**config.mk**
```make
export PLATFORM = sky130hd
export DESIGN_NAME = sit_diff_flat
export DESIGN_NICKNAME = d
export VERILOG_FILES = /design/src/hw/rtl/sit_pkg.sv /design/src/hw/rtl/sit_if.sv /design/src/hw/rtl/sit_diff.sv /design/src/flat_wrapper.sv
export SDC_FILE = /design/constraint.sdc
export NUM_CORES = 1
export LEC_CHECK = 0
export BUFFER_PORTS_ARGS = -buffer_cell sky130_fd_sc_hd__clkbuf_2
export CAP_MARGIN = 25
export CORE_MARGIN = 4
export CORE_UTILIZATION = 57
export CTS_BUF_LIST = sky130_fd_sc_hd__clkbuf_8
export DETAILED_ROUTE_END_ITERATION = 8
export PLACE_DENSITY_LB_ADDON = 0.3
export SYNTH_ARGS = -nofsm -noshare
export SYNTH_HDL_FRONTEND = slang
export SYNTH_SLANG_ARGS = --single-unit
```
**constraint.sdc**
```tcl
create_clock -name clk -period 4.2 [get_ports clk]
set_input_delay 0.84 -clock clk [delete_from_list [all_inputs] [get_ports clk]]
set_output_delay 0.84 -clock clk [all_outputs]
set_load 0.005 [all_outputs]
```
**src/hw/rtl/sit_pkg.sv**
```systemverilog
// ----------------------------------------------------------------------------
// Segment intersection test package
// Shared types for the segment intersection pipeline.
// ----------------------------------------------------------------------------
package sit_pkg;

  // Bounding-range overlap flags, worked out in the first stage and carried
  // down the pipe to the final decision.
  typedef struct packed {
    logic x_meet;
    logic y_meet;
  } sit_meet_t;

endpackage

```
**src/hw/rtl/sit_if.sv**
```systemverilog
// ----------------------------------------------------------------------------
// Segment intersection test channels
// Valid/ready channels for segment pairs in and touch results out.
// ----------------------------------------------------------------------------
interface seg_pair_if #(
  parameter int COORD_WIDTH = 16
);
  logic                          valid;
  logic                          ready;
  logic signed [COORD_WIDTH-1:0] seg_a_start_x;
  logic signed [COORD_WIDTH-1:0] seg_a_start_y;
  logic signed [COORD_WIDTH-1:0] seg_a_end_x;
  logic signed [COORD_WIDTH-1:0] seg_a_end_y;
  logic signed [COORD_WIDTH-1:0] seg_b_start_x;
  logic signed [COORD_WIDTH-1:0] seg_b_start_y;
  logic signed [COORD_WIDTH-1:0] seg_b_end_x;
  logic signed [COORD_WIDTH-1:0] seg_b_end_y;

  modport source (
    output valid, seg_a_start_x, seg_a_start_y, seg_a_end_x, seg_a_end_y,
           seg_b_start_x, seg_b_start_y, seg_b_end_x, seg_b_end_y,
    input  ready
  );
  modport sink (
    input  valid, seg_a_start_x, seg_a_start_y, seg_a_end_x, seg_a_end_y,
           seg_b_start_x, seg_b_start_y, seg_b_end_x, seg_b_end_y,
    output ready
  );
endinterface


```
**src/hw/rtl/sit_diff.sv**
```systemverilog
// ----------------------------------------------------------------------------
// Segment intersection test, stage 1
// Direction and offset vectors, plus axis range overlap of the two segments.
// ----------------------------------------------------------------------------
module sit_diff import sit_pkg::*; #(
  parameter int COORD_WIDTH = 16
) (
  input  logic                        clk,
  input  logic                        rst_n,
  seg_pair_if.sink                    in_ch,
  output logic                        s1_valid,
  input  logic                        s1_ready,
  output logic signed [COORD_WIDTH:0] dax,
  output logic signed [COORD_WIDTH:0] day,
  output logic signed [COORD_WIDTH:0] dbx,
  output logic signed [COORD_WIDTH:0] dby,
  output logic signed [COORD_WIDTH:0] wx,
  output logic signed [COORD_WIDTH:0] wy,
  output sit_meet_t                   meet
);

  localparam int DW = COORD_WIDTH + 1;

  logic                 valid_r;
  logic                 stage_ready;
  logic signed [DW-1:0] ax0, ay0, ax1, ay1, bx0, by0, bx1, by1;
  logic signed [DW-1:0] dax_r, day_r, dbx_r, dby_r, wx_r, wy_r;
  sit_meet_t            meet_r;
  sit_meet_t            meet_nxt;

  assign ax0 = {in_ch.seg_a_start_x[COORD_WIDTH-1], in_ch.seg_a_start_x};
  assign ay0 = {in_ch.seg_a_start_y[COORD_WIDTH-1], in_ch.seg_a_start_y};
  assign ax1 = {in_ch.seg_a_end_x[COORD_WIDTH-1], in_ch.seg_a_end_x};
  assign ay1 = {in_ch.seg_a_end_y[COORD_WIDTH-1], in_ch.seg_a_end_y};
  assign bx0 = {in_ch.seg_b_start_x[COORD_WIDTH-1], in_ch.seg_b_start_x};
  assign by0 = {in_ch.seg_b_start_y[COORD_WIDTH-1], in_ch.seg_b_start_y};
  assign bx1 = {in_ch.seg_b_end_x[COORD_WIDTH-1], in_ch.seg_b_end_x};
  assign by1 = {in_ch.seg_b_end_y[COORD_WIDTH-1], in_ch.seg_b_end_y};

  // max(p) >= min(q) holds exactly when some endpoint of p is at or above
  // some endpoint of q, so four parallel compares per direction suffice.
  always_comb begin
    meet_nxt.x_meet = ((ax0 >= bx0) || (ax0 >= bx1) || (ax1 >= bx0) || (ax1 >= bx1)) &&
                      ((bx0 >= ax0) || (bx0 >= ax1) || (bx1 >= ax0) || (bx1 >= ax1));
    meet_nxt.y_meet = ((ay0 >= by0) || (ay0 >= by1) || (ay1 >= by0) || (ay1 >= by1)) &&
                      ((by0 >= ay0) || (by0 >= ay1) || (by1 >= ay0) || (by1 >= ay1));
  end

  assign stage_ready = !valid_r || s1_ready;
  assign in_ch.ready = stage_ready;

  always_ff @(posedge clk) begin
    if (!rst_n) begin
      valid_r <= 1'b0;
    end else if (stage_ready) begin
      valid_r <= in_ch.valid;
    end
  end

  always_ff @(posedge clk) begin
    if (stage_ready && in_ch.valid) begin
      dax_r  <= ax1 - ax0;
      day_r  <= ay1 - ay0;
      dbx_r  <= bx1 - bx0;
      dby_r  <= by1 - by0;
      wx_r   <= bx0 - ax0;
      wy_r   <= by0 - ay0;
      meet_r <= meet_nxt;
    end
  end

  assign s1_valid = valid_r;
  assign dax      = dax_r;
  assign day      = day_r;
  assign dbx      = dbx_r;
  assign dby      = dby_r;
  assign wx       = wx_r;
  assign wy       = wy_r;
  assign meet     = meet_r;

endmodule

```
**src/flat_wrapper.sv**
```systemverilog
// flat-port wrapper written by rule: the top's interface ports become plain ports
module sit_diff_flat import sit_pkg::*;
#(
  parameter int COORD_WIDTH = 16
)
  (clk, rst_n, s1_valid, s1_ready, dax, day, dbx, dby, wx, wy, meet, in_ch_valid, in_ch_seg_a_start_x, in_ch_seg_a_start_y, in_ch_seg_a_end_x, in_ch_seg_a_end_y, in_ch_seg_b_start_x, in_ch_seg_b_start_y, in_ch_seg_b_end_x, in_ch_seg_b_end_y, in_ch_ready);
  seg_pair_if #(.COORD_WIDTH(COORD_WIDTH)) in_ch_i ();
  input  logic clk;
  input  logic rst_n;
  output logic s1_valid;
  input  logic s1_ready;
  output logic signed [COORD_WIDTH:0] dax;
  output logic signed [COORD_WIDTH:0] day;
  output logic signed [COORD_WIDTH:0] dbx;
  output logic signed [COORD_WIDTH:0] dby;
  output logic signed [COORD_WIDTH:0] wx;
  output logic signed [COORD_WIDTH:0] wy;
  output sit_meet_t meet;
  input wire logic [$bits(in_ch_i.valid)-1:0] in_ch_valid;
  input wire logic [$bits(in_ch_i.seg_a_start_x)-1:0] in_ch_seg_a_start_x;
  input wire logic [$bits(in_ch_i.seg_a_start_y)-1:0] in_ch_seg_a_start_y;
  input wire logic [$bits(in_ch_i.seg_a_end_x)-1:0] in_ch_seg_a_end_x;
  input wire logic [$bits(in_ch_i.seg_a_end_y)-1:0] in_ch_seg_a_end_y;
  input wire logic [$bits(in_ch_i.seg_b_start_x)-1:0] in_ch_seg_b_start_x;
  input wire logic [$bits(in_ch_i.seg_b_start_y)-1:0] in_ch_seg_b_start_y;
  input wire logic [$bits(in_ch_i.seg_b_end_x)-1:0] in_ch_seg_b_end_x;
  input wire logic [$bits(in_ch_i.seg_b_end_y)-1:0] in_ch_seg_b_end_y;
  output wire logic [$bits(in_ch_i.ready)-1:0] in_ch_ready;
  assign in_ch_i.valid = in_ch_valid;
  assign in_ch_i.seg_a_start_x = in_ch_seg_a_start_x;
  assign in_ch_i.seg_a_start_y = in_ch_seg_a_start_y;
  assign in_ch_i.seg_a_end_x = in_ch_seg_a_end_x;
  assign in_ch_i.seg_a_end_y = in_ch_seg_a_end_y;
  assign in_ch_i.seg_b_start_x = in_ch_seg_b_start_x;
  assign in_ch_i.seg_b_start_y = in_ch_seg_b_start_y;
  assign in_ch_i.seg_b_end_x = in_ch_seg_b_end_x;
  assign in_ch_i.seg_b_end_y = in_ch_seg_b_end_y;
  assign in_ch_ready = in_ch_i.ready;
  sit_diff #(.COORD_WIDTH(COORD_WIDTH)) u_core (.clk(clk), .rst_n(rst_n), .in_ch(in_ch_i), .s1_valid(s1_valid), .s1_ready(s1_ready), .dax(dax), .day(day), .dbx(dbx), .dby(dby), .wx(wx), .wy(wy), .meet(meet));
endmodule
```
# Word level (Yosys, flattened, before mapping)
# Cells that the tools add are included.
[op_classes]
order_cmp = 16
addsub = 6
n_reduce_logical = 17
[op_table]
columns = ["operator", "n"]
rows = [
  ["$ge A16 B16 Y1", 16],
  ["$sub A16 B16 Y17", 6],
  ["$logic_or A1 B1 Y1", 13],
  ["$logic_and A1 B1 Y1", 3],
  ["$logic_not A1 Y1", 1],
]
[totals]
ff_bits = 105
elab_cells = 48
output_inout_bits = 106
in_bits = 132

# Longest topological paths before layout
# Gate-level depths: netlist of the first run.
[depth]
word_depth = 5
ltp_mapped = 10
depth_no_buf = 10

# Least setup slack after synthesis of the first run
# OpenSTA, ideal clock, no wires.
[synth_timing]
path_kind = "input -> register"
start = "input s1_ready"
end = "register u_core.dax_r[0], in the netlist u_core.dax[0] (enable)"
stages = 2
arrival_time_ns = 3.403
required_time_ns = 3.725
path_slack_ns = 0.323
path_cell_list = "nand2b_1 and2_1"
[synth_via]
elab_chain_len = 2
[synth_rtl]
columns = ["item", "line_no", "source"]
rows = [
  ["start: declaration", "flat_wrapper.sv:11", "input logic s1_ready;"],
  ["$logic_or A1 B1 Y1", "sit_diff.sv:49", "assign stage_ready = !valid_r || s1_ready;"],
  ["$logic_and A1 B1 Y1", "sit_diff.sv:61", "if (stage_ready && in_ch.valid) begin"],
  ["end signal: assignment", "sit_diff.sv:62", "dax_r <= ax1 - ax0;"],
  ["end: declaration", "sit_diff.sv:27", "logic signed [DW-1:0] dax_r, day_r, dbx_r, dby_r, wx_r, wy_r;"],
]
# Every way passes these cells.
# A chain may end at the register's enable or synchronous reset.

# Worst setup path in the final report of the first run
[layout_timing]
start = "input in_ch_seg_a_end_y[0]"
end = "register u_core.day_r[14], in the netlist u_core.day[14], data pin"
[layout_via]
elab_chain_len = 1
[layout_rtl]
columns = ["item", "line_no", "source"]
rows = [
  ["start: declaration", "flat_wrapper.sv:23", "input wire logic [$bits(in_ch_i.seg_a_end_y)-1:0] in_ch_seg_a_end_y;"],
  ["$sub A16 B16 Y17", "sit_diff.sv:63", "day_r <= ay1 - ay0;"],
  ["end signal: assignment", "sit_diff.sv:63", ""],
  ["end: declaration", "sit_diff.sv:27", ""],
]
# Every way passes these cells.

==> flow_metrics.tcl, run 1 <==
set metrics [dict create \
    finalPower_uw 3310 \
    async_flop_share_pct 0 \
    synth_top_family_by_area "adder cells" \
    grt_pass1_vias 9244 \
    cts_tree "yes" \
    clock_latency_ns 0.40 \
    critPathMaxFanout 4 \
    clkTransAtPathRegs_ns 0.12 \
    yosysSeqAreaShare_pct 30.4 \
    clock_sinks 105 \
    tightest_slew_ns 0.697 \
    die_area_um2 20400 \
    nets 1691 \
    outcome "finished, final reports clean" \
    synthTopCellsByCount "ha_1, inv_1, edfxtp_1" \
    timing.rr.start "u_core.s1_valid" \
    crit_path_start_kind "primary input" \
    finalWeightedCongestion 0.992 \
    synthSimpleGateAreaFrac_pct 14.9 \
    use_met1_pct 32.9 \
    fin_util_pct 68.3 \
    slew_headroom_pct 53.0 \
    top_usage_layer "met2" \
    synthMuxAreaShare_pct 0.786 \
    fp.dieH_um 143 \
    yosysWarnings 0 \
    whs_ns 0.551 \
    grt_max_degree 55 \
    synth_edf_count 104 \
    grt.overflow.total 0 \
    drt_iter0_drc 726 \
    finalHoldViolCount 0 \
    postRouteAntennaNets 0 \
    rsz0062_at_grt "no" \
    synth_top_area_share_pct 30.2 \
    yosysTopAreaCell "edfxtp_1" \
    grt_pass1_wl_mm 44.4 \
    syn_to_final_growth_pct 15.8 \
    worst_hold_path_type "flip-flop to flip-flop" \
    reg2reg_slack_ns 2.33 \
    finalWirelength_mm 28.2 \
    synthAdderAreaFrac_pct 24.6 \
    whs_endpoint "u_core.s1_valid" \
    instances_no_fill 1589 \
    synth_seq_cells 105 \
    min_period_ns 2.85 \
    drv_cap 0 \
    drt_first_pass_iters 6 \
    finalCritPeriodShare_pct 67.8 \
    synth.avg_cell_area_um2 9.23 \
    core.rowCount 48 \
    yosys.area_share.xor_xnor_pct 5.25 \
    critPathLaunch "in_ch_seg_a_end_y[0]" \
    clockBufferDepth 2 \
    worstHoldPathCells 2 \
    dpl.cell_count 1573 \
    synth.distinct_cells 73 \
    rr_worst_depth 3 \
    grt_util_met2_pct 48.9 \
    syn-cell-area_um2 10300 \
    cts_setup_buffers 0 \
    crit_type "primary input to flip-flop" \
    fp.dieW_um 143 \
    fin_setup_tns_ns 0 \
    cts_hold_buf 0 \
    required_ns 4.34 \
    start_util_pct 59.0 \
    wl_per_cell_um 17.7 \
    pin_count 238 \
    drcViolationCount 0 \
    cts_max_level 3 \
    synth-compound-area-share_pct 18.5 \
    end_kind "flip-flop" \
    synth.most_common_cell "ha_1" \
    cts_made_buffers 9 \
    skew_ns 0.0112 \
    crit-reg2reg-capture "u_core.day[9]" \
    syn_inst 1120 \
    cts.repair.resized 0 \
    antenna_cells 0 \
    core_area_um2 17500 \
    antenna_found_initial 0 \
    power_density_nw_per_um2 276 \
    worstHoldStart "u_core.s1_valid" \
    synthFlopType "edfxtp_1" \
    via_count 9480 \
    max_freq_mhz 351 \
    port_buffers 237 \
    synth_nets 1452 \
    use_met3_pct 3.92 \
    setup_violations 0 \
    vdd_drop_max_uv 187 \
    p_leak_uw 0.00585 \
    arrival_ns 2.98 \
    vias_per_cell 5.97 \
    drive_above_1_share_pct 19.8 \
    drv_slew 0 \
    synthTopCellsByArea "edfxtp_1, ha_1, inv_1, a21oi_1, xnor2_1" \
    post-dp-hpwl_mm 23.9 \
    cts_root_buf "clkbuf_8" \
    track_usage_pct 27.4 \
]
## cells by family after synthesis
kind of cell             count (synthesis)
AO/OA/AOI/OAI                          293
XOR/XNOR                                62
adder cells (fa/ha/maj)                200
buffers and inverters                  150
flip-flops                             105
multiplexers                             8
AND/OR/NAND/NOR                        302
## final cells by class
type / instances / area (µm²)
Clock buffer: 10 / 138
Clock inverter: 6 / 58.8
Fill cell: 1456 / 5560
Inverter: 139 / 522
Multi-Input combinational cell: 865 / 6640
Sequential cell: 105 / 3140
Tap cell: 225 / 282
Timing Repair Buffer: 239 / 1200
## critical path, stage by stage
cell      delay [ns]
clkbuf_2        0.07
inv_1           0.07
ha_1            0.24
fa_1            0.41
nand2b_1        0.18
a21oi_1         0.15
o21ai_1         0.14
a211oi_1        0.34
nor2b_1         0.16
o21ai_0         0.27
xor2_1          0.11
## how the worst max path moves through the flow
stage / endpoint / slack, ns / cells after the start
2_1_floorplan: u_core.dax[0] / 0.32 / 2
4_1_cts: u_core.day[14] / 1.42 / 11
5_1_grt: u_core.dbx[15] / 1.19 / 10
3_5_place_dp: u_core.dbx[15] / 1.01 / 9
3_3_place_gp: u_core.dbx[15] / 1.06 / 9
6_report: u_core.day[14] / 1.35 / 11
## state kept, by name, indices dropped and copies added, names as in the netlist
| name | count |
|---|---|
| u_core.dax | 17 |
| u_core.day | 17 |
| u_core.dbx | 17 |
| u_core.dby | 17 |
| u_core.wx | 17 |
| u_core.wy | 17 |
| u_core.meet | 2 |
| u_core.s1_valid | 1 |
## layout by cell type, fill, tap and decap left out, types with 6 or more instances in the layout
cell type / Yosys / routed
o21ai_1: 11 / 11
nand2_1: 63 / 63
o211ai_1: 11 / 11
nand3_1: 18 / 18
o21a_1: 13 / 13
nor4_1: 9 / 9
ha_1: 194 / 194
o21ai_0: 39 / 39
a2111oi_0: 6 / 6
o31ai_1: 8 / 8
mux2i_1: 7 / 7
fa_1: 6 / 6
a21oi_1: 97 / 97
a21o_1: 29 / 29
clkbuf_2: 0 / 237
a211oi_1: 9 / 9
o311ai_0: 6 / 6
nor2b_1: 34 / 34
clkbuf_8: 0 / 10
xor2_1: 18 / 18
nor2_1: 77 / 77
xnor2_1: 44 / 44
edfxtp_1: 104 / 104
and3_1: 9 / 9
nand2b_1: 19 / 19
nand4_1: 31 / 31
nor3_1: 16 / 16
inv_1: 139 / 139
a31oi_1: 9 / 9
## stage by stage
step	instance area (µm²)	worst slack, ns
2_1_floorplan	10300	0.323
3_3_place_gp	11800	1.06
4_1_cts	12000	1.42
6_report	12000	1.35
3_5_place_dp	11800	1.01
5_1_grt	12000	1.19
## layer usage
metal	vias to the layer above	share of wire, %
li1	4619	-
met1	4370	39
met2	421	49
met3	70	7.4
met4	0	3.8
met5	-	0
## power by group
part,internal [µW],switching [µW]
clock,248,425
combinational,545,720
sequential,1340,37.8
Note: power is estimated with default switching activity, not from simulation.
==> run 2: changes to the inputs <==
--- a/config.mk
+++ b/config.mk
@@ -8,7 +8,7 @@
 export BUFFER_PORTS_ARGS = -buffer_cell sky130_fd_sc_hd__clkbuf_2
 export CAP_MARGIN = 25
 export CORE_MARGIN = 4
-export CORE_UTILIZATION = 57
+export CORE_UTILIZATION = 52
 export CTS_BUF_LIST = sky130_fd_sc_hd__clkbuf_8
 export DETAILED_ROUTE_END_ITERATION = 8
 export PLACE_DENSITY_LB_ADDON = 0.3
==> constraint.sdc (replaced) <==
create_clock -name clk -period 2.5 [get_ports clk]
set_input_delay 0.5 -clock clk [delete_from_list [all_inputs] [get_ports clk]]
set_output_delay 0.5 -clock clk [all_outputs]
set_load 0.005 [all_outputs]
==> run 2 against run 1 <==
  * First-iteration DRC count decreased by 31%
  * Non-clock buffer count is 192 higher
  * Worst hold slack worse by 0.23 ns
  * Design area increased by 13%
  * Combinational power is 94% higher
  * Sequential share of layout area is 3.0 points lower
  * Routed wire length increased by 6.6%
  * Die area increased by 9.1%
  * Global-route usage shrank 0.060 points
  * Setup slack got worse by 1.3 ns
  * Highest routed layer unchanged
==> flow_metrics.tcl, run 2 (synthesis results as in run 1) <==
set metrics [dict create \
    rsz0062_at_grt "no" \
    finalPower_uw 5960 \
    nets 1883 \
    postRouteAntennaNets 0 \
    max_freq_mhz 412 \
    clkTransAtPathRegs_ns 0.11 \
    drcViolationCount 0 \
    finalWeightedCongestion 1.00 \
    cts_setup_buffers 0 \
    top_usage_layer "met2" \
    power_density_nw_per_um2 441 \
    instances_no_fill 1821 \
    pre_cts_ws_ns -0.348 \
    crit_type "primary input to flip-flop" \
    clock_latency_ns 0.41 \
    vias_per_cell 5.50 \
    drive_above_1_share_pct 29.8 \
    vdd_drop_max_uv 271 \
    finalWirelength_mm 30.0 \
    setup_violations 0 \
    syn_to_final_growth_pct 30.8 \
    die_area_um2 22200 \
    grt.overflow.total 0 \
    tightest_slew_ns 0.460 \
    drv_slew 0 \
    final_common_cell "clkbuf_2" \
    dpl.cell_count 1805 \
    placed_area_um2 13300 \
    core_area_um2 19500 \
    post-dp-hpwl_mm 25.9 \
    use_met3_pct 3.43 \
    slew_headroom_pct 68.9 \
    arrival_ns 2.59 \
    fp.dieH_um 149 \
    required_ns 2.66 \
    drv_cap 0 \
    finalCritPeriodShare_pct 97.0 \
    final_area_um2 13500 \
    min_period_ns 2.43 \
    grt_util_met2_pct 48.7 \
    critPathMaxFanout 3 \
    start_util_pct 53.0 \
    wl_per_cell_um 16.5 \
    cts_tree "yes" \
    pin_count 238 \
    crit_path_start_kind "primary input" \
    cts_max_level 3 \
    skew_ns 0.0111 \
    clock_sinks 105 \
    finalHoldViolCount 0 \
    worst_hold_path_type "primary input to flip-flop" \
    end_kind "flip-flop" \
    cts_made_buffers 9 \
    grt_pass1_vias 10200 \
    port_buffers 237 \
    final_cell_mix "clkbuf_2, ha_1, buf_4" \
    use_met1_pct 32.7 \
    drt_iter0_drc 500 \
    grt_pass1_wl_mm 48.7 \
    fin_setup_tns_ns 0 \
    antenna_cells 0 \
    track_usage_pct 27.3 \
    via_count 10000 \
    grt_max_degree 43 \
    antenna_found_initial 0 \
    core.rowCount 51 \
    drt_first_pass_iters 5 \
    fp.dieW_um 149 \
    p_leak_uw 0.00679 \
    clockBufferDepth 2 \
    outcome "finished, final reports clean" \
    fin_ws_ns 0.0746 \
    cts_root_buf "clkbuf_8" \
]
## run 2: cell types whose count changed in the layout (fill, tap and decap cells not counted)
cell,before,now
buf_4,2,192
buf_12,0,2
a21oi_1,97,96
a21oi_2,1,2
a221oi_2,1,0
a221oi_4,0,1
bufinv_16,0,1
clkinv_4,0,1
clkinv_8,1,0
inv_6,3,2
## run 2: through the flow
stage / hold WS (ns) / util [%]
finish: 0.318 / 69.3
detailed placement: 0.534 / 68.1
floorplan: 0.536 / -
CTS: 0.307 / 69.2
global placement: 0.515 / 68.1
global route: 0.313 / 69.3
## run 2: worst max-delay path: stages
cell	delay (ns)
clkbuf_2	0.08
inv_1	0.04
ha_1	0.23
fa_1	0.42
nand2b_1	0.18
a21oi_1	0.20
o21ai_1	0.18
a21oi_1	0.20
nor3b_1	0.20
o21ai_0	0.12
a31o_2	0.24
## run 2: worst paths after layout
check / slack, ns / from / cells after the start / endpoint
setup / recovery: 0.07 / in_ch_seg_a_end_y[0] / 11 / u_core.day[16]
hold reg to reg: 0.55 / u_core.s1_valid / 2 / u_core.s1_valid
hold / removal: 0.32 / rst_n / 2 / u_core.s1_valid
setup reg to reg: 1.05 / u_core.s1_valid / 3 / u_core.dby[14]
## run 2: timing repair
item	4_1_cts	5_1_grt
resized for setup	0	2
endpoints found under the setup margin	0	2
hold buffers	0	0
## run 2: where the power goes
part	switching (µW)	internal (µW)	total [µW]
Sequential	64.3	2240	2310
Clock	696	506	1200
Combinational	1270	1170	2450
Total	2030	3930	5960
## run 2: layer usage
layer,part of all wire (%),wire length (µm)
met1,41,12300
met2,49,14800
met3,5.4,1620
met4,4.5,1350
met5,0,0
## run 2: area by class of cell
type	instances	area, µm²
multi-input cells	865	6650
repair buffers	431	2670
clock inverters	6	72.6
fillers	1617	6000
inverters	139	522
flip-flops and latches	105	3140
clock buffers	10	138
well taps	265	332
