<file path="src/hw/rtl/sit_pkg.sv">
// ----------------------------------------------------------------------------
// Segment intersection test package
// Shared types for the segment intersection pipeline.
// ----------------------------------------------------------------------------
package sit_pkg;

  // Bounding-range overlap flags, worked out in the first stage and carried
  // down the pipe to the final decision.
  typedef struct packed {
    logic x_meet;
    logic y_meet;
  } sit_meet_t;

endpackage

</file>
<file path="src/hw/rtl/sit_if.sv">


interface touch_if;
  logic valid;
  logic ready;
  logic touches;

  modport source (output valid, touches, input ready);
  modport sink (input valid, touches, output ready);
endinterface

</file>
<file path="src/hw/rtl/sit_cmp.sv">
// ----------------------------------------------------------------------------
// Segment intersection test, stage 4
// Sign-aware bounds test or collinear overlap test into the output register.
// ----------------------------------------------------------------------------
module sit_cmp import sit_pkg::*; #(
  parameter int COORD_WIDTH = 16
) (
  input  logic                            clk,
  input  logic                            rst_n,
  input  logic                            s3_valid,
  output logic                            s3_ready,
  input  logic signed [2*COORD_WIDTH+2:0] det,
  input  logic signed [2*COORD_WIDTH+2:0] tn,
  input  logic signed [2*COORD_WIDTH+2:0] un,
  input  sit_meet_t                       meet,
  touch_if.source                         out_ch
);

  localparam int SW = 2 * COORD_WIDTH + 3;

  logic                 valid_r;
  logic                 touches_r;
  logic                 stage_ready;
  logic                 det_zero;
  logic                 hit_pos;
  logic                 hit_neg;
  logic                 hit_par;
  logic                 hit_nxt;
  logic signed [SW-1:0] zero_s;

  assign zero_s   = '0;
  assign det_zero = (det == zero_s);

  // For a negative determinant the bounds flip instead of negating all three.
  assign hit_pos = (tn >= zero_s) && (tn <= det) && (un >= zero_s) && (un <= det);
  assign hit_neg = (tn <= zero_s) && (tn >= det) && (un <= zero_s) && (un >= det);

  // With a zero determinant, tn and un are the negated collinearity crosses.
  assign hit_par = (tn == zero_s) && (un == zero_s) && meet.x_meet && meet.y_meet;

  always_comb begin
    priority if (det_zero) begin
      hit_nxt = hit_par;
    end else if (det[SW-1]) begin
      hit_nxt = hit_neg;
    end else begin
      hit_nxt = hit_pos;
    end
  end

  assign stage_ready = !valid_r || out_ch.ready;
  assign s3_ready    = stage_ready;

  always_ff @(posedge clk) begin
    if (!rst_n) begin
      valid_r <= 1'b0;
    end else if (stage_ready) begin
      valid_r <= s3_valid;
    end
  end

  always_ff @(posedge clk) begin
    if (stage_ready && s3_valid) begin
      touches_r <= hit_nxt;
    end
  end

  assign out_ch.valid   = valid_r;
  assign out_ch.touches = touches_r;

endmodule

</file>
<file path="src/flat_wrapper.sv">
// flat-port wrapper written by rule: the top's interface ports become plain ports
module sit_cmp_flat import sit_pkg::*;
#(
  parameter int COORD_WIDTH = 16
)
  (clk, rst_n, s3_valid, s3_ready, det, tn, un, meet, out_ch_valid, out_ch_touches, out_ch_ready);
  touch_if out_ch_i ();
  input  logic clk;
  input  logic rst_n;
  input  logic s3_valid;
  output logic s3_ready;
  input  logic signed [2*COORD_WIDTH+2:0] det;
  input  logic signed [2*COORD_WIDTH+2:0] tn;
  input  logic signed [2*COORD_WIDTH+2:0] un;
  input  sit_meet_t meet;
  output wire logic [$bits(out_ch_i.valid)-1:0] out_ch_valid;
  output wire logic [$bits(out_ch_i.touches)-1:0] out_ch_touches;
  input wire logic [$bits(out_ch_i.ready)-1:0] out_ch_ready;
  assign out_ch_valid = out_ch_i.valid;
  assign out_ch_touches = out_ch_i.touches;
  assign out_ch_i.ready = out_ch_ready;
  sit_cmp #(.COORD_WIDTH(COORD_WIDTH)) u_core (.clk(clk), .rst_n(rst_n), .s3_valid(s3_valid), .s3_ready(s3_ready), .det(det), .tn(tn), .un(un), .meet(meet), .out_ch(out_ch_i));
endmodule
</file>
<file path="config.mk">
export PLATFORM = sky130hd
export DESIGN_NAME = sit_cmp_flat
export DESIGN_NICKNAME = d
export VERILOG_FILES = /design/src/hw/rtl/sit_pkg.sv /design/src/hw/rtl/sit_if.sv /design/src/hw/rtl/sit_cmp.sv /design/src/flat_wrapper.sv
export SDC_FILE = /design/constraint.sdc
export NUM_CORES = 1
export LEC_CHECK = 0
export BUFFER_PORTS_ARGS = -buffer_cell sky130_fd_sc_hd__buf_4
export CORE_MARGIN = 3
export CORE_UTILIZATION = 45
export DETAILED_ROUTE_END_ITERATION = 10
export PLACE_DENSITY = 0.81
export SLEW_MARGIN = 20
export SYNTH_ARGS = -nofsm -noshare
export SYNTH_HDL_FRONTEND = slang
export SYNTH_SLANG_ARGS = --single-unit
</file>
<file path="constraint.sdc">
create_clock -name clk -period 2.6 [get_ports clk]
set_clock_uncertainty 0.2 [all_clocks]
set_input_delay 0.26 -clock clk [delete_from_list [all_inputs] [get_ports clk]]
set_output_delay 0.26 -clock clk [all_outputs]
set_load 0.03 [all_outputs]
</file>
* Word-level counts from Yosys, hierarchy flattened *
Cells that the tools add are included.
W data, S select, Z words.

word-level totals
  word-level logic and storage cells = 27
  flip-flop bits (word level) = 2
  output and inout port bits = 3

operators by class
  reduce and logical (&&, ||, !) cells = 15
  multiplexer cells = 2
  magnitude comparators = 8

operator list
  kind                   number
  $logic_not A35 Y1      3
  $ge A35 B1 Y1 const B  2
  $ge A35 B35 Y1         2
  $le A35 B1 Y1 const B  2
  $le A35 B35 Y1         2
  $logic_and A1 B1 Y1    10
  $mux W1                2
  $logic_not A1 Y1       1
  $logic_or A1 B1 Y1     1

* Depth between registers and ports, before layout *
Gate-level depths: netlist (run 1).

  depth after elaboration = 6
  mapped depth = 10
  depth with buffers taken out = 10

* Worst setup path before layout (run 1) *
Ideal clock, no wire load.

  kind = input -> register
  from = input port det[20]
  to = register u_core.touches_r, in the netlist u_core.out_ch.touches, data pin
  cell stages on the path = 10
  library setup time = 158 ps
  arrival = 1,940 ps
  setup slack = 302 ps
  buffers on the path = 0
  cells stage by stage = inv_1 > ha_1 > a21o_1 > a221o_1 > a221o_1 > nor3_2 > a21oi_1 > a21oi_1 > nor3b_1 > a211oi_2

on the way
  word-level cells in the longest chain between the ends = 6
  elaborated cells on any way between the ends = 13
  classes of those cells = order compare: 4; mux: 2; reduce/logical: 7

RTL lines
  element                                                      line                          source
  start, declared                                              flat_wrapper.sv:12            input logic signed [2*COORD_WIDTH+2:0] det;
  $le A35 B35 Y1 / $ge A35 B35 Y1 (equally long branches)      sit_cmp.sv:35, sit_cmp.sv:36
  $logic_and A1 B1 Y1, on equally long branches (3 in series)  sit_cmp.sv:35, sit_cmp.sv:36
  $mux W1                                                      sit_cmp.sv:44                 end else if (det[SW-1]) begin
  $mux W1 *                                                    sit_cmp.sv:42                 priority if (det_zero) begin
  net u_core.hit_nxt                                           sit_cmp.sv:28                 logic hit_nxt;
  end signal, assigned                                         sit_cmp.sv:64                 touches_r <= hit_nxt;
  end, declared                                                sit_cmp.sv:22                 logic touches_r;

The timed path passes the listed nets; every way through them passes the cells marked *.
A chain may end at the register's enable or synchronous reset.

* Worst setup path after layout (run 1) *
  from = input port det[18]
  to = register u_core.touches_r, in the netlist u_core.out_ch.touches, data pin

Same word-level chain as after synthesis.

==> results of run 1 <==
## cells in the mapped netlist, drive strengths merged
library cell,instances
a21boi,1
nor2b,4
edfxtp,1
o21a,1
nor4,25
nor3,10
nor3b,1
nand2,16
dfxtp,1
a211oi,6
o21ai,10
nand4b,1
o221ai,1
a21o,6
and4,7
a221oi,2
o31ai,3
o21bai,2
a21oi,24
a211o,1
a221o,3
inv,37
and3,3
nand3b,1
nand3,11
nand2b,4
and2,3
ha,70
o211ai,1
nand4,12
nor2,6
and4bb,1
## through the flow
stage	utilization	total power, mW	std cells	hold WS [ps]
2_1_floorplan	-	0.251	275	199
3_3_place_gp	0.681	0.463	441	317
3_5_place_dp	0.681	0.474	441	334
4_1_cts	0.691	0.623	445	95.9
5_1_grt	0.691	0.686	445	113
6_report	0.691	0.622	445	102
## cell type report
class | instances | area [sq um] | share of cell area
multi-input combinational | 236 | 1880 | 0.619
timing repair buffer | 114 | 856 | 0.282
inverter | 37 | 139 | 0.0458
tap | 52 | 65.1 | 0.0215
sequential | 2 | 50.0 | 0.0165
clock buffer | 4 | 45.0 | 0.0149
## worst max-delay path by stage
stage          startpoint  slack, ps  cells past startpoint                    end
3_5_place_dp       det[6]          9                     11  u_core.out_ch.touches
6_report          det[18]        220                     11  u_core.out_ch.touches
2_1_floorplan     det[20]        300                     10  u_core.out_ch.touches
4_1_cts            det[6]        250                     11  u_core.out_ch.touches
3_3_place_gp      det[18]         40                     11  u_core.out_ch.touches
5_1_grt            det[4]         10                     11  u_core.out_ch.touches
## worst min-delay path, cell delays in order
cell      delay (ps)
buf_4            110
inv_1             40
a21boi_0          60
## cells in the final DEF, fill, tap and decap left out, types with 2 or more instances in the layout
cell	synthesis	final
nand3_1	11	11
a221oi_1	2	2
o31ai_1	3	3
buf_4	0	114
clkbuf_8	0	3
a221o_1	3	3
o21ai_0	10	10
and3_1	3	3
nand2_1	16	16
and2_1	3	3
nor2_1	6	6
a21o_1	6	6
inv_1	37	37
nor3_1	9	9
and4_1	7	7
nand2b_1	4	4
nor4_1	25	25
nand4_1	12	12
ha_1	70	70
nor2b_1	4	4
o21bai_1	2	2
a211oi_1	5	5
a21oi_1	24	24
## kinds of logic (layout without fill, tap and decap cells)
kind of cell | after synthesis | after routing | share of synthesized area
AO/OA/AOI/OAI | 61 | 61 | 0.189
buffers and inverters | 37 | 155 | 0.0673
AND/OR/NAND/NOR | 105 | 105 | 0.295
adder cells (fa/ha/maj) | 70 | 70 | 0.424
flip-flops | 2 | 2 | 0.0242
## power by group through the flow
stage | registers, mW | clock network (mW) | logic, mW
2_1_floorplan | 0.0409 | 0 | 0.210
3_3_place_gp | 0.0366 | 0 | 0.427
3_5_place_dp | 0.0367 | 0 | 0.437
4_1_cts | 0.0363 | 0.147 | 0.439
5_1_grt | 0.0366 | 0.149 | 0.500
6_report | 0.0363 | 0.143 | 0.443
## state kept, by name (all words and copies together), names as in the netlist
| signal | count |
|---|---|
| u_core.out_ch.touches | 1 |
| u_core.out_ch.valid | 1 |
## layer usage
metal | wire (um) | track usage
met5 | 0 | 0
met4 | 136 | 0.0684
met3 | 431 | 0.0369
met2 | 3520 | 0.465
met1 | 3080 | 0.327
==> summary.md, run 1 <==
| Metric | Value |
|---|---|
| Crit path DAT | `2150 ps` |
| Cts bufs inserted | `3` |
| DRC viols | `0` |
| Delay of the slowest critical-path stage | `310 ps` |
| Place WS | `8.96 ps` |
| N_diodes | `0` |
| First-pass GRT wire length | `~11,000 um` |
| Netlist Area Pre-Place | `2060 sq um` |
| Pins Over Slew Limit | `0` |
| Fill cell total of the finished layout | `383` |
| Mapped Nets | `456` |
| Sw Ratio | `0.404` |
| Final Worst Setup Slack | `215 ps` |
| Synth Register Bits | `2` |
| Hold Path Class | `in2reg` |
| Unique masters post-synth | `34` |
| DP Wirelength | `6570 um` |
| WL final | `7170 um` |
| Reg2reg path depth | `2` |
| Slew @ Worst Pin | `about 450 ps` |
| Setup TNS | `0 ps` |
| Hold_buf cts | `0` |
| Worst-path maximum fanout | `3` |
| Comb power frac | `0.711` |
| Crit path max-delay family | `simple AND/OR/NAND/NOR gates` |
| Min Tclk post-route | `approximately 2400 ps` |
| F_max | `0.419 GHz` |
| Slowest cell on the critical path | `ha_1` |
| Root buffer cell | `clkbuf_8` |
| CTS tree | `yes` |
| Port Buffers | `113` |
| P per Cell Area | `205 nW/um^2` |
| Crit path cell chain | `buf_4 > inv_1 > ha_1 > and4_1 > and4_1 > a211oi_1 > a211o_1 > a21oi_1 > a21oi_1 > nor3b_1 > a211oi_2` |
| R2r startpoint | `u_core.out_ch.valid` |
| Core footprint | `4380 sq um` |
| Initial antenna violation count | `0` |
| Starting density of the core | `0.471` |
| Syn. warnings | `0` |
| Max-slew headroom | `0.699` |
| Area growth, synth to finish | `46.8%` |
| Worst skew pair latency | `220 ps` |
| DR vias | `approximately 2,600` |
| Leakage power | `1.62 nW` |
| Sequential share of power | `0.058` |
| Post-CTS Setup Inserts | `0` |
| Area post-placement | `approximately 3000 sq um` |
| Vias in the first global route | `between 2,000 and 3,000` |
| Total GRT Usage | `0.262` |
| Synthesized area per cell | `7.51 sq um` |
| Post-CTS sizing | `0` |
| Synth Instances | `275` |
| Register area share after synthesis | `0.0242` |
| CTS sink cnt | `2` |
| Startpoint types | `input port` |
| H-tree Lvls | `1` |
| Final instance area | `3030 sq um` |
| Rows | `24` |
| Largest net degree at the start of global routing | `5` |
| Die W | `73.7 um` |
| DIE HEIGHT | `73.7 um` |
| Die area | `5440 sq um` |
| Max clock buf depth | `2` |
| HP Start | `s3_valid` |
| # setup viols final | `0` |
| # IOs | `114` |
| Clock-pin slew on the worst setup and hold paths | `approximately 30 ps` |
| Final Cycle Share | `0.917` |
| DR vias/cell | `5.85` |
| Hold EP | `u_core.out_ch.valid` |
| Number of routed nets with antenna violations | `0` |
| Max VDD drop | `approximately 0.11 mV` |
| Gr ovfl total | `0` |
| Clock Power Share | `0.230` |
| Gpl congestion | `0.907` |
| Switching Power | `0.252 mW` |
| TritonRoute pass-1 iters | `4` |
| Yosys top cell by area | `ha_1` |
| WL/cell | `16.1 um` |
| Hold Crit Depth | `3` |
| RSZ-0062 raised after global routing | `false` |
| Leading post-synthesis cells by cell area | `ha_1 (42%), nor4_1 (7.6%), inv_1 (6.7%)` |
| Crit path buf inv count | `2` |
| Max-capacitance violation count | `0` |
| NumNets Final | `575` |
| Critical R2R Capture | `u_core.out_ch.touches` |
| Synth top area share | `0.424` |
| CP Capture Type | `register` |
| Outcome | `finished, final reports clean` |
| Hold Vio Cnt, Final | `0` |
| Initial DRC count | `107` |
| Worst path required time | `2370 ps` |
| Internal reg-to-reg setup slack | `between 1500 and 2000 ps` |
| Int Pwr | `0.371 mW` |
| Share of cells above drive strength 1 | `0.305` |
| Worst Path Class, Setup | `in2reg` |
No activity file was read; power rests on OpenSTA's default activity.
==> run 2, diff against run 1 <==
==> constraint.sdc (replaced) <==
create_clock -name clk -period 2.8 [get_ports clk]
set_clock_uncertainty 0.2 [all_clocks]
set_input_delay 0.28 -clock clk [delete_from_list [all_inputs] [get_ports clk]]
set_output_delay 0.28 -clock clk [all_outputs]
set_load 0.03 [all_outputs]
==> run 2 against run 1 <==
  * Sequential share of layout area is the same
  * Clock power shrank 6%
  * Final cell count is the same
  * Via count grew 0.92%
  * Worst hold slack gained 19 ps
  * Critical path type unchanged
  * Setup slack gained 190 ps
  * Sequential power shrank 7.2%
  * Utilization is the same
  * Die area is the same
  * Global-route usage shrank 0.17 points
  * First-iteration DRC count shrank 22%
  * Highest routed layer unchanged
  * Register-to-register slack gained 200 ps
==> summary.md, run 2 (synthesis gave the netlist of run 1 again) <==
| Metric | Value |
|---|---|
| Leakage power | `1.62 nW` |
| Max-capacitance violation count | `0` |
| Max-slew headroom | `0.699` |
| Total GRT Usage | `0.260` |
| WL final | `slightly above 7000 um` |
| Met1 WL | `2990 um` |
| DRC viols | `0` |
| DP Wirelength | `between 6000 and 7000 um` |
| Vias in the first global route | `2,654` |
| Worst skew pair latency | `roughly 220 ps` |
| Worst Path Class, Setup | `in2reg` |
| Die W | `73.7 um` |
| WL met2 | `3500 um` |
| Core footprint | `approximately 4400 sq um` |
| N_diodes | `0` |
| Final instance area | `around 3000 sq um` |
| RSZ-0062 raised after global routing | `false` |
| TritonRoute pass-1 iters | `4` |
| Worst path required time | `about 2600 ps` |
| HP Start | `s3_valid` |
| Post-CTS Setup Inserts | `0` |
| Post-CTS sizing | `0` |
| Share of cells above drive strength 1 | `0.305` |
| Slew @ Worst Pin | `447 ps` |
| Commonest non-fill, non-tap cells in the layout | `buf_4 (114), ha_1 (70), inv_1 (37), nor4_1 (25), a21oi_1 (24)` |
| Met3 WL post-DR | `545 um` |
| DIE HEIGHT | `73.7 um` |
| Worst Setup SP | `det[6]` |
| Commonest non-fill, non-tap cell in the layout | `buf_4` |
| First-pass GRT wire length | `approximately 11,000 um` |
| Area growth, synth to finish | `46.8%` |
| NumNets Final | `575` |
| WHS | `121 ps` |
| P per Cell Area | `191 nW/um^2` |
| Port Buffers | `between 100 and 150` |
| Gpl congestion | `0.907` |
| Clock-pin slew on the worst setup and hold paths | `30 ps` |
| Startpoint types | `input port` |
| Outcome | `finished, final reports clean` |
| Crit path buf inv count | `2` |
| CP Capture Type | `register` |
| Setup TNS | `0 ps` |
| Crit path cell chain | `buf_4 > inv_1 > ha_1 > and4_1 > and4bb_2 > o21ai_0 > o211ai_1 > o31ai_1 > a211oi_1 > nor3b_1 > a211oi_2` |
| CTS sink cnt | `2` |
| CTS tree | `yes` |
| Area post-placement | `about 3000 sq um` |
| Largest net degree at the start of global routing | `5` |
| Die area | `5440 sq um` |
| DR vias/cell | `5.90` |
| Gr ovfl total | `0` |
| Cts bufs inserted | `3` |
| Final Cycle Share | `0.855` |
| Hold Vio Cnt, Final | `0` |
| Starting density of the core | `0.471` |
| Max VDD drop | `0.0992 mV` |
| Max clock buf depth | `2` |
| Crit path max-delay family | `compound AO/OA/AOI/OAI gates` |
| Min Tclk post-route | `2390 ps` |
| Hold_buf cts | `0` |
| Total power | `0.580 mW` |
| R2r startpoint | `u_core.out_ch.valid` |
| Slowest cell on the critical path | `ha_1` |
| F_max | `0.418 GHz` |
| Initial antenna violation count | `0` |
| Util after Layout | `0.691` |
| Crit path DAT | `approximately 2200 ps` |
| Initial DRC count | `83` |
| Hold Path Class | `in2reg` |
| DR vias | `2,627` |
| Pins Over Slew Limit | `0` |
| Worst-path maximum fanout | `3` |
| WL/cell | `16.1 um` |
| # setup viols final | `0` |
| Number of routed nets with antenna violations | `0` |
| DR top layer | `met4` |
| Rows | `24` |
| # IOs | `114` |
| Delay of the slowest critical-path stage | `320 ps` |
| Root buffer cell | `clkbuf_8` |
| H-tree Lvls | `1` |
-- run 2: cell counts in the layout (fill, tap and decap cells not counted) --
No cell type changed its count.
-- run 2: tightest hold or removal path: cells and delay by family --
| kind | cells | cell delay (ps) |
|---|---|---|
| compound gates | 1 | 60 |
| buf+inv | 2 | 150 |
-- run 2: per-stage QoR --
stage / instances / setup WS (ps)
after global placement: 441 / 219
final: 445 / 406
after floorplan: 275 / 482
after global routing: 445 / 188
after CTS: 445 / 448
after detailed placement: 441 / 219
-- run 2: layer usage --
layer / up-vias / track usage
met1: 1193 / 0.308
li1: 1308 / -
met4: 0 / 0.0825
met3: 19 / 0.0547
met2: 107 / 0.463
met5: - / 0
-- run 2: path summary, 6_finish.rpt --
kind,endpoint,slack [ps],depth (start not counted)
hold reg to reg,u_core.out_ch.valid,340,2
setup reg to reg,u_core.out_ch.touches,1770,2
hold / removal,u_core.out_ch.valid,120,3
setup / recovery,u_core.out_ch.touches,410,11
-- run 2: where the power goes --
part           internal (mW)  total [mW]  leakage, nW  switching (mW)
Sequential            0.0330      0.0337       0.0183        0.000677
Clock                 0.0978       0.135       0.0228          0.0374
Combinational          0.214       0.411         1.58           0.197
-- run 2: final cells by class --
type                            count  area [sq um]
Fill cell                         368          1350
Clock buffer                        4          45.0
Timing Repair Buffer              114           856
Multi-Input combinational cell    236          1880
Tap cell                           52          65.1
Sequential cell                     2          50.0
Inverter                           37           139
==> run 3, diff against run 2 <==
--- a/config.mk
+++ b/config.mk
@@ -5,11 +5,12 @@
 export SDC_FILE = /design/constraint.sdc
 export NUM_CORES = 1
 export LEC_CHECK = 0
+export ABC_AREA = 1
 export BUFFER_PORTS_ARGS = -buffer_cell sky130_fd_sc_hd__buf_4
 export CORE_MARGIN = 3
 export CORE_UTILIZATION = 45
 export DETAILED_ROUTE_END_ITERATION = 10
-export PLACE_DENSITY = 0.81
+export PLACE_DENSITY = 0.78
 export SLEW_MARGIN = 20
 export SYNTH_ARGS = -nofsm -noshare
 export SYNTH_HDL_FRONTEND = slang
==> run 3 against run 2 <==
  * Register-to-register slack improved by 60 ps
  * Area after synthesis increased by 16%
  * Clock-buffer cell count unchanged
  * First-iteration DRC count increased by 53%
  * Critical endpoint unchanged
==> summary.md, run 3 <==
| Metric | Value |
|---|---|
| Outcome | `finished, final reports clean` |
| CTS tree | `yes` |
| Post-CTS sizing | `0` |
| Synthesized area per cell | `6.05 sq um` |
| First-pass GRT wire length | `12,900 um` |
| Initial DRC count | `127` |
| Min Tclk post-route | `2150 ps` |
| Slowest cell on the critical path | `ha_1` |
| DRC viols | `0` |
| Worst Path Class, Setup | `in2reg` |
| Yosys top cell by area | `ha_1` |
| Die area | `6220 sq um` |
| Mux cell area share after synthesis | `0` |
| Worst skew pair latency | `210 ps` |
| Commonest non-fill, non-tap cells in the layout | `buf_4 (113), nand2_1 (103), ha_1 (70), inv_1 (63), nor2_1 (44)` |
| Final Cycle Share | `0.767` |
| Setup TNS | `0 ps` |
| Worst Setup SP | `det[34]` |
| Pins Over Slew Limit | `0` |
| Max clock buf depth | `2` |
| Storage element area | `50.0 sq um` |
| Crit path buf inv count | `2` |
| Adder and majority cell fraction of the synthesized area | `0.366` |
| Synth Instances | `395` |
| Non-filler cells, final | `slightly below 600` |
| DR vias | `~3,000` |
| Initial antenna violation count | `0` |
| Share of cells above drive strength 1 | `0.268` |
| # setup viols final | `0` |
| Startpoint types | `input port` |
| Leakage power | `1.96 nW` |
| Rows | `25` |
| WL/cell | `about 14 um` |
| Max-capacitance violation count | `0` |
| Most frequent cell after synthesis | `nand2_1` |
| Gr ovfl total | `0` |
| # IOs | `114` |
| Register area share after synthesis | `0.0209` |
| Area growth, synth to finish | `40.9%` |
| NumNets Final | `694` |
| Simple-Gate Fraction of Synth Area | `0.424` |
| Placed insts | `575` |
| Ys async rst share | `0` |
| Mapped Nets | `576` |
| Place WS | `between 400 and 500 ps` |
| TritonRoute pass-1 iters | `4` |
| Core footprint | `just under 5000 sq um` |
| Synth Register Bits | `2` |
| CTS sink cnt | `2` |
| CP Capture Type | `register` |
| Starting density of the core | `0.487` |
| H-tree Lvls | `1` |
| Vias in the first global route | `about 2,900` |
| Leading post-synthesis cells by cell area | `ha_1 (37%), nand2_1 (16%), inv_1 (9.9%)` |
| Largest family of logic cells by synthesized area | `simple AND/OR/NAND/NOR gates` |
| Port Buffers | `113` |
| HP Start | `rst_n` |
| Clock-pin slew on the worst setup and hold paths | `roughly 30 ps` |
| RSZ-0062 raised after global routing | `false` |
| R2r startpoint | `u_core.out_ch.valid` |
| Final Worst Setup Slack | `651 ps` |
| Crit path max-delay family | `simple AND/OR/NAND/NOR gates` |
| Delay of the slowest critical-path stage | `370 ps` |
| Hold Vio Cnt, Final | `0` |
| Root buffer cell | `clkbuf_8` |
| DR vias/cell | `5.17` |
| Xor/xnor share of the synthesized area | `0` |
| Fill cell total of the finished layout | `475` |
| Complex-gate fraction of the synthesized area | `0.0791` |
| Slew @ Worst Pin | `654 ps` |
| Max VDD drop | `~0.22 mV` |
| Crit path DAT | `1920 ps` |
| Syn. warnings | `0` |
| Max-slew headroom | `0.560` |
| Number of routed nets with antenna violations | `0` |
| N_diodes | `0` |
| Hold_buf cts | `0` |
| Post-synth EDFFs | `1` |
| Total GRT Usage | `0.253` |
| Top_reg_cell synth | `edfxtp_1` |
| Synth cell count leaders | `nand2_1 (103), ha_1 (70), inv_1 (63), nor2_1 (44), a21oi_1 (24)` |
| Synth top area share | `0.366` |
| Cts bufs inserted | `3` |
| Total power | `0.631 mW` |
| WL final | `7940 um` |
| DP Wirelength | `7300 um` |
| Multi-input logic area | `2080 sq um` |
| Worst path required time | `about 2600 ps` |
| WHS | `between 100 and 150 ps` |
| Die W | `~79 um` |
| Netlist Area Pre-Place | `between 2000 and 2500 sq um` |
| P per Cell Area | `187 nW/um^2` |
| Worst-path maximum fanout | `5` |
| Crit path cell chain | `buf_4 > inv_1 > ha_1 > a21o_1 > nor2_1 > nand2_1 > a21oi_1 > nand3_2 > nand2_1 > nand3_1 > nand3_1 > nand2_1 > nand2_1 > nand2_1` |
| DIE HEIGHT | `78.9 um` |
| Commonest non-fill, non-tap cell in the layout | `buf_4` |
| CP most frequent cell | `nand2_1` |
| Post-CTS Setup Inserts | `0` |
| Gpl congestion | `roughly 0.9` |
| Hold Path Class | `in2reg` |
| F_max | `0.465 GHz` |
| Largest net degree at the start of global routing | `6` |
| Unique masters post-synth | `22` |
[run 3: changes by cell type in the layout (fill, tap and decap cells not counted), sizes merged, moves of 4 or more]
| cell | previous run | this run |
|---|---|---|
| a211oi | 6 | 0 |
| nand4 | 12 | 24 |
| nand2 | 16 | 106 |
| and4 | 7 | 0 |
| nor2 | 6 | 49 |
| o21ai | 10 | 4 |
| nand3 | 11 | 17 |
| nor4 | 25 | 12 |
| inv | 37 | 70 |
| nor2b | 4 | 0 |
| nand2b | 4 | 0 |
[run 3: area by class of cell]
cell class / count / area share
repair buffers: 113 / 0.252
well taps: 67 / 0.0249
multi-input cells: 323 / 0.617
inverters: 70 / 0.0780
flip-flops and latches: 2 / 0.0149
clock buffers: 4 / 0.0134
[run 3: path summary, 6_finish.rpt]
kind	end	slack, ps	depth (start not counted)
max	u_core.out_ch.touches	650	14
min reg2reg	u_core.out_ch.valid	320	2
max reg2reg	u_core.out_ch.touches	1830	1
min	u_core.out_ch.valid	130	2
[run 3: where the power goes]
group          internal (mW)  switching, mW  leakage [nW]
sequential            0.0332        0.00112        0.0183
combinational          0.223          0.246          1.92
clock                 0.0971         0.0301        0.0228
total                  0.353          0.277          1.96
[run 3: cell families (layout without fill, tap and decap cells)]
group	Yosys count	count (layout)
and+or+nand+nor	219	219
adders and majority gates	70	70
buffers and inverters	70	187
AOI/OAI and AO/OA	34	34
DFF	2	2
[run 3: routing by layer]
layer | part of all wire | global-route usage | up-vias | routed length (um)
li1 | - | - | 1568 | -
met2 | 0.47 | 0.450 | 99 | 3750
met3 | 0.062 | 0.0181 | 12 | 493
met4 | 0.0086 | 0.0344 | 0 | 68
met1 | 0.46 | 0.342 | 1317 | 3630
met5 | 0 | 0 | - | 0
[run 3: through the flow]
step                cell area [sq um]  utilization
global route                     3370        0.686
detailed placement               3320        0.676
CTS                              3370        0.686
floorplan                        2390            -
global placement                 3320        0.676
finish                           3370        0.686
